<file path="config.mk">
export PLATFORM = sky130hd
export DESIGN_NAME = form_urlencoded_decoder_top
export DESIGN_NICKNAME = d
export VERILOG_FILES = /design/src/sv/fud_pkg.sv /design/src/sv/fud_decode.sv /design/src/sv/form_urlencoded_decoder_top.sv
export SDC_FILE = /design/constraint.sdc
export NUM_CORES = 1
export LEC_CHECK = 0
export ABC_AREA = 1
export BUFFER_PORTS_ARGS = -buffer_cell sky130_fd_sc_hd__buf_2
export CORE_UTILIZATION = 45
export CTS_CLUSTER_SIZE = 12
export DETAILED_ROUTE_END_ITERATION = 12
export GPL_TIMING_DRIVEN = 1
export MAX_ROUTING_LAYER = met4
export PLACE_DENSITY_LB_ADDON = 0.12
export SKIP_LAST_GASP = 1
export SLEW_MARGIN = 10
export SYNTH_ARGS = -nofsm -noshare
export SYNTH_HDL_FRONTEND = slang
export SYNTH_HIERARCHICAL = 1
export SYNTH_SLANG_ARGS = --single-unit
export TNS_END_PERCENT = 100
</file>
<file path="constraint.sdc">
create_clock -name clock -period 2.7 [get_ports clock]
set_input_delay 0 -clock clock [delete_from_list [all_inputs] [get_ports clock]]
set_output_delay 0 -clock clock [all_outputs]
set_load 0.05 [all_outputs]
</file>
<file path="src/sv/fud_pkg.sv">
// shared types, codes and character helpers for the form body decoder
`default_nettype none
package fud_pkg;

   localparam int FIFO_DEPTH_DEFAULT = 4;

   typedef enum logic [1:0] {
      MODE_NAME  = 2'd0,
      MODE_VALUE = 2'd1,
      MODE_HEX1  = 2'd2,
      MODE_HEX2  = 2'd3
   } mode_type;

   typedef enum logic [1:0] {
      KIND_NAME    = 2'd0,
      KIND_VALUE   = 2'd1,
      KIND_DONE    = 2'd2,
      KIND_ABANDON = 2'd3
   } kind_type;

   localparam logic [7:0] CHAR_EQUALS  = 8'h3d;
   localparam logic [7:0] CHAR_AMP     = 8'h26;
   localparam logic [7:0] CHAR_SEMI    = 8'h3b;
   localparam logic [7:0] CHAR_PERCENT = 8'h25;
   localparam logic [7:0] CHAR_PLUS    = 8'h2b;
   localparam logic [7:0] CHAR_SPACE   = 8'h20;

   typedef struct packed {
      kind_type   kind;
      logic [7:0] out_byte;
      logic       run_last;
   } result_type;

   // results produced by one input beat
   typedef struct packed {
      logic [1:0] count;
      result_type r0;
      result_type r1;
   } decode_type;

   function automatic logic is_alnum(input logic [7:0] c);
      return (c inside {[8'h30:8'h39], [8'h41:8'h5a], [8'h61:8'h7a]});
   endfunction

   // bit 4 set means not a hex digit
   function automatic logic [4:0] hex_value(input logic [7:0] c);
      logic [4:0] v;
      v = 5'h10;
      if (c inside {[8'h30:8'h39]}) begin
         v = {1'b0, c[3:0]};
      end else if (c inside {[8'h41:8'h46], [8'h61:8'h66]}) begin
         v = {1'b0, c[3:0] + 4'd9};
      end
      return v;
   endfunction

endpackage
`default_nettype wire

</file>
<file path="src/sv/fud_decode.sv">
// scan mode state and per-beat decode into at most two results
`default_nettype none
module fud_decode
   import fud_pkg::*;
(
   input  wire logic       clock,
   input  wire logic       reset,
   input  wire logic       accept,
   input  wire logic [7:0] data_byte,
   input  wire logic       body_end,
   output decode_type      decoded
);

   mode_type   mode_ff, mode_in;
   logic [3:0] nibble_ff, nibble_in;

   logic       emit0;
   result_type first;
   mode_type   mode_mid;
   logic [4:0] hex;
   result_type tail;

   always_comb begin
      hex      = hex_value(data_byte);
      emit0    = 1'b0;
      first    = '{kind: KIND_NAME, out_byte: 8'h00, run_last: 1'b0};
      mode_mid = mode_ff;
      nibble_in = nibble_ff;
      case (mode_ff)
         MODE_NAME: begin
            if (data_byte == CHAR_EQUALS) begin
               mode_mid = MODE_VALUE;
            end else if (is_alnum(data_byte)) begin
               emit0 = 1'b1;
               first.out_byte = data_byte;
            end
         end
         MODE_VALUE: begin
            if (data_byte == CHAR_SEMI || data_byte == CHAR_AMP) begin
               emit0 = 1'b1;
               first.kind = KIND_DONE;
               mode_mid = MODE_NAME;
            end else if (data_byte == CHAR_PERCENT) begin
               mode_mid = MODE_HEX1;
            end else begin
               emit0 = 1'b1;
               first.kind = KIND_VALUE;
               first.out_byte = (data_byte == CHAR_PLUS) ? CHAR_SPACE : data_byte;
            end
         end
         MODE_HEX1: begin
            if (!hex[4]) begin
               nibble_in = hex[3:0];
               mode_mid = MODE_HEX2;
            end else begin
               mode_mid = MODE_VALUE;
            end
         end
         default: begin
            if (!hex[4]) begin
               emit0 = 1'b1;
               first.kind = KIND_VALUE;
               first.out_byte = {nibble_ff, hex[3:0]};
            end
            mode_mid = MODE_VALUE;
         end
      endcase

      tail = '{kind: (mode_mid == MODE_NAME) ? KIND_ABANDON : KIND_DONE,
               out_byte: 8'h00, run_last: 1'b1};

      decoded = '{count: 2'd0, r0: first, r1: tail};
      if (emit0 && body_end) begin
         decoded.count = 2'd2;
      end else if (emit0) begin
         decoded.count = 2'd1;
         decoded.r0.run_last = 1'b1;
      end else if (body_end) begin
         decoded.count = 2'd1;
         decoded.r0 = tail;
      end

      mode_in = mode_mid;
      if (body_end) begin
         mode_in   = MODE_NAME;
         nibble_in = 4'h0;
      end
   end

   always_ff @(posedge clock) begin
      if (reset) begin
         mode_ff   <= MODE_NAME;
         nibble_ff <= 4'h0;
      end else if (accept) begin
         mode_ff   <= mode_in;
         nibble_ff <= nibble_in;
      end
   end

endmodule
`default_nettype wire

</file>
<file path="src/sv/form_urlencoded_decoder_top.sv">
// top level of the form body decoder: byte decode and result queue
//
// req channel: one body byte per beat (req_data_byte) with req_body_end
// marking the last byte of a body. rsp channel: one result per beat with
// rsp_kind (name byte, value byte, pair complete, pair abandoned),
// rsp_out_byte and rsp_run_last flagging the final result of a byte.
// both channels move a beat when valid is high and stall is low.
// a byte is decoded in the cycle it is accepted and its zero, one or two
// results are written into a small queue whose head is offered on rsp.
// throughput is one byte per cycle while rsp is not stalled and each byte
// yields at most one result; a byte with two results (a decoded byte plus
// end of body) takes two rsp beats, as the queue has a single read port.
// req_stall rises when the queue has fewer than two free entries, so a
// stalled receiver backs up into the sender once FIFO_DEPTH - 1 or more
// results are waiting.
// reset (synchronous, active high) returns the scan mode to name
// scanning, clears the pending escape nibble and empties the queue.
`default_nettype none
module form_urlencoded_decoder_top
   import fud_pkg::*;
#(
   parameter int FIFO_DEPTH = FIFO_DEPTH_DEFAULT
) (
   input  wire logic       clock,
   input  wire logic       reset,
   input  wire logic       req_valid,
   output logic            req_stall,
   input  wire logic [7:0] req_data_byte,
   input  wire logic       req_body_end,
   output logic            rsp_valid,
   input  wire logic       rsp_stall,
   output logic [1:0]      rsp_kind,
   output logic [7:0]      rsp_out_byte,
   output logic            rsp_run_last
);

   localparam int PW = (FIFO_DEPTH > 1) ? $clog2(FIFO_DEPTH) : 1;
   localparam int CW = $clog2(FIFO_DEPTH + 1);
   localparam logic [CW-1:0] DEPTH_C  = CW'(FIFO_DEPTH);
   localparam logic [CW-1:0] ROOM_MAX = CW'(FIFO_DEPTH - 2);
   localparam logic [PW-1:0] LAST_PTR = PW'(FIFO_DEPTH - 1);

   logic       req_accept;
   logic       rsp_accept;
   decode_type decoded;

   // queue storage and pointers
   result_type       queue_ff [FIFO_DEPTH];
   logic [PW-1:0]    wr_ptr_ff, wr_ptr_in;
   logic [PW-1:0]    rd_ptr_ff, rd_ptr_in;
   logic [CW-1:0]    count_ff, count_in;
   logic [PW-1:0]    wr_next;
   logic [1:0]       push_n;
   result_type       head;

   // keep room for the worst case of two results per byte
   assign req_stall  = (count_ff > ROOM_MAX);
   assign req_accept = req_valid && !req_stall;
   assign rsp_valid  = (count_ff != '0);
   assign rsp_accept = rsp_valid && !rsp_stall;

   fud_decode u_decode (
      .clock     (clock),
      .reset     (reset),
      .accept    (req_accept),
      .data_byte (req_data_byte),
      .body_end  (req_body_end),
      .decoded   (decoded)
   );

   always_comb begin
      push_n    = req_accept ? decoded.count : 2'd0;
      wr_next   = (wr_ptr_ff == LAST_PTR) ? '0 : wr_ptr_ff + PW'(1);
      wr_ptr_in = wr_ptr_ff;
      if (push_n == 2'd1) begin
         wr_ptr_in = wr_next;
      end else if (push_n == 2'd2) begin
         wr_ptr_in = (wr_next == LAST_PTR) ? '0 : wr_next + PW'(1);
      end
      rd_ptr_in = rd_ptr_ff;
      if (rsp_accept) begin
         rd_ptr_in = (rd_ptr_ff == LAST_PTR) ? '0 : rd_ptr_ff + PW'(1);
      end
      count_in = count_ff + CW'(push_n) - CW'(rsp_accept);
   end

   // payload entries, no reset needed
   always_ff @(posedge clock) begin
      if (push_n != 2'd0) begin
         queue_ff[wr_ptr_ff] <= decoded.r0;
      end
      if (push_n == 2'd2) begin
         queue_ff[wr_next] <= decoded.r1;
      end
   end

   always_ff @(posedge clock) begin
      if (reset) begin
         wr_ptr_ff <= '0;
         rd_ptr_ff <= '0;
         count_ff  <= '0;
      end else begin
         wr_ptr_ff <= wr_ptr_in;
         rd_ptr_ff <= rd_ptr_in;
         count_ff  <= count_in;
      end
   end

   // head of queue drives the rsp payload
   assign head         = queue_ff[rd_ptr_ff];
   assign rsp_kind     = head.kind;
   assign rsp_out_byte = head.out_byte;
   assign rsp_run_last = head.run_last;

   // queue never overfills
   a_count_bound: assert property (@(posedge clock) disable iff (reset)
      count_ff <= DEPTH_C)
      else $error("result queue over capacity");

   // pop with no push drops the fill by exactly one
   a_pop_only: assert property (@(posedge clock) disable iff (reset)
      (rsp_accept && push_n == 2'd0) |=> count_ff == $past(count_ff) - CW'(1))
      else $error("queue fill wrong after pop");

   // a beat with two results moves the write pointer by two (checked unless the second entry lands in the last slot)
   a_push_two: assert property (@(posedge clock) disable iff (reset)
      (push_n == 2'd2 && wr_next != LAST_PTR) |=>
         wr_ptr_ff == $past(wr_next) + PW'(1))
      else $error("write pointer wrong after double push");

endmodule
`default_nettype wire
</file>
==> results.yml <==
yosys:
  synth_top_area_cell: "edfxtp_1"
  synth.area.top_cells: "edfxtp_1, nand2_1, dfxtp_1, nor2_1, ha_1"
  ys_seq_area_frac: 0.405
  netlist.area_leader.share: 0.330
  yosysUniqueCellTypes: 39
  ys_seq_elements: 59
  syn_inst: 506
  avgSynthCellArea_um2: 7.92
  yosysWarnings: 6
  netlist_area_mm2: 0.00401
place:
  gp_congestion: 0.916
  port_buffers: 25
  hpwl_um: 6610
final_layout:
  fin_nets: 578
  antenna_cells: 0
  n_fill_cell: 881
  final-seq-area_mm2: 0.00162
  layout_common_cells: "nand2_1, nor2_1, inv_1, edfxtp_1"
  drive_above_1_share: 0.191
  final_common_cell: "nand2_1"
  area_growth_pct: 11.6
  multi_input_area_mm2: 0.00199
outcome:
  status: "completed"
sta:
  slew_violations: 0
  max_slew_margin: 0.574
  fin_worst_skew_ns: 0.0113
  tns_ns: 0
  rsz0062_at_grt: "no"
  post-route-min-period_ns: 2.36
  fmax_mhz: 424
  worstMarginPinSlew_ns: 0.638
  final-setup-viol-count: 0
  hold_viol: 0
  fin_crit_sh: 0.873
clock_tree:
  cts.path.max_buffers: 2
  clk_latency_ns: 0.34
  cts_buffers: 9
  post_cts.repair.setup_buffers: 0
  clock_sinks: 59
  cts_root_buffer: "clkbuf_8"
  cts.htree.levels: 3
  cts_tree: "built"
  clk_pin_slew_ns: 0.07
routing:
  viasPerCell: 5.09
  detailroute.via_count: 3368
  remaining_drc_errors: 0
  route.detailed.wl_per_inst_um: 13.6
  first_pass_iters: 5
  drt_wl_total_um: 9010
  ant_nets: 0
  first_iter_violations: 120
floorplan:
  initial_utilization: 0.462
  dieArea_mm2: 0.00929
  ios: 26
  core.rowCount: 34
  coreArea_mm2: 0.00868
  die_y_um: 96.4
  die_w_um: 96.4
global_route:
  grt_max_degree: 23
  gr-total-overflow: 0
  grt_pass1_wl_um: 14800
  grtUsageTotal: 0.223
  grt_pass1_vias: 3109
  antenna_found_initial: 0
pwr:
  combPwrFrac: 0.432
  power_frac_seq: 0.350
  power.leakage_nw: 2.04
  switchingPower_mw: 1.51
  swShare: 0.431
  powerDensity_mw_per_mm2: 783
  power_frac_clock: 0.218
  total_power_mw: 3.50
  p_int_mw: 1.99
  peakVddDrop_mv: 0.380
worst_setup_path:
  start_kind: "input port"
  crit_required_ns: 2.98
  crit_path_max_fanout: 5
  worstSetupPathType: "in2reg"
  end_kind: "flip-flop"
  r2r-start: "u_decode/mode_ff[1]"
  crit_arrival_ns: 2.63
  startpoint: "req_data_byte[1]"
min_path:
  hold_start: "req_body_end"
  hp-class: "in2reg"
run:
  cap_viol_max_count: 0
[kinds of logic (layout without fill, tap and decap cells)]
group,after synthesis,after routing,share of synthesized area
xor gates and xnor gates,4,4,0.00874
buffers and inverters,84,124,0.110
other,2,10,0.00187
adders and majority gates,16,16,0.0518
DFF,59,59,0.405
and+or+nand+nor,231,231,0.264
AOI/OAI and AO/OA,110,110,0.158
[metal layers]
layer,track usage,up-vias,share of wire
li1,-,1741,-
met1,0.265,1544,0.45
met2,0.374,66,0.49
met3,0.0399,17,0.039
met4,0.0919,0,0.024
met5,-,-,0
[cells in the mapped netlist]
cell	number
buf_6	10
nand3_2	2
nand2_2	5
nand2_1	129
o22ai_1	15
nor2_8	1
dfxtp_1	15
nor2_2	2
nand2_4	5
buf_4	13
nand3_1	21
xnor2_1	1
inv_1	50
nor3_2	1
nand4_1	2
a31oi_1	1
o211a_1	1
ha_1	15
nor2_1	54
nand3b_1	2
o21a_1	1
nand4_4	1
nor3_1	1
o21ai_1	35
inv_4	1
a21oi_1	8
xor2_1	3
clkinv_1	1
edfxtp_1	44
inv_2	3
nand3_4	2
clkbuf_1	6
o21ai_0	35
nor2_4	2
o21ai_2	13
and3_1	1
fa_1	1
a22oi_2	1
conb_1	2
[sequential cells by signal, indices dropped and copies added (netlist names), named ones only]
register,flops
u_decode/mode_ff,2
u_decode/nibble_ff,4
rd_ptr_ff,2
count_ff,3
wr_ptr_ff,2
queue_ff,44
[worst paths after layout]
| check | endpoint | slack, ns | cells past startpoint |
|---|---|---|---|
| hold / removal | u_decode/mode_ff[0] | 0.04 | 4 |
| hold reg to reg | u_decode/mode_ff[0] | 0.51 | 2 |
| setup reg to reg | count_ff[2] | 0.40 | 13 |
| setup / recovery | count_ff[2] | 0.34 | 20 |
[cell type report]
class	count	area share
clock buffer	10	0.0285
tap	108	0.0302
sequential	59	0.362
timing repair buffer	53	0.0755
clock inverter	6	0.0126
inverter	55	0.0467
multi-input combinational	371	0.444
[stage by stage]
stage	hold WS (ns)	utilization	cells	instance area [um2]	setup WS, ns
floorplan	0.0691	-	514	4050	0.0140
global placement	0.286	0.493	645	4280	0.0819
detailed placement	0.289	0.493	645	4280	-0.0322
CTS	0.0334	0.516	662	4470	0.335
global route	0.0610	0.516	662	4470	0.0702
finish	0.0419	0.516	662	4470	0.343
[power groups by stage]
stage	registers [mW]	logic (mW)	clock network, mW
after global placement	1.24	1.50	0
final	1.23	1.51	0.765
after CTS	1.23	1.53	0.782
after detailed placement	1.25	1.52	0
after global routing	1.24	1.67	0.817
after floorplan	1.21	1.19	0
[what timing repair did]
| action | in CTS | in global routing |
|---|---|---|
| resized for setup | 0 | 0 |
| hold buffers | 1 | 0 |
| hold endpoints to repair | 5 | 0 |
[critical path: stages]
cell	delay [ns]
buf_2	0.12
inv_1	0.08
ha_1	0.19
inv_1	0.09
nand3_1	0.10
nand3_1	0.08
nand2_1	0.08
nand2_2	0.11
nand3_4	0.08
nand2_4	0.07
nand3_2	0.11
ha_4	0.29
nand4_1	0.12
nand2_1	0.11
nand2_1	0.06
ha_1	0.18
fa_1	0.37
xnor2_1	0.19
o21ai_0	0.10
a21oi_1	0.10
Note: power is estimated with default switching activity, not from simulation.
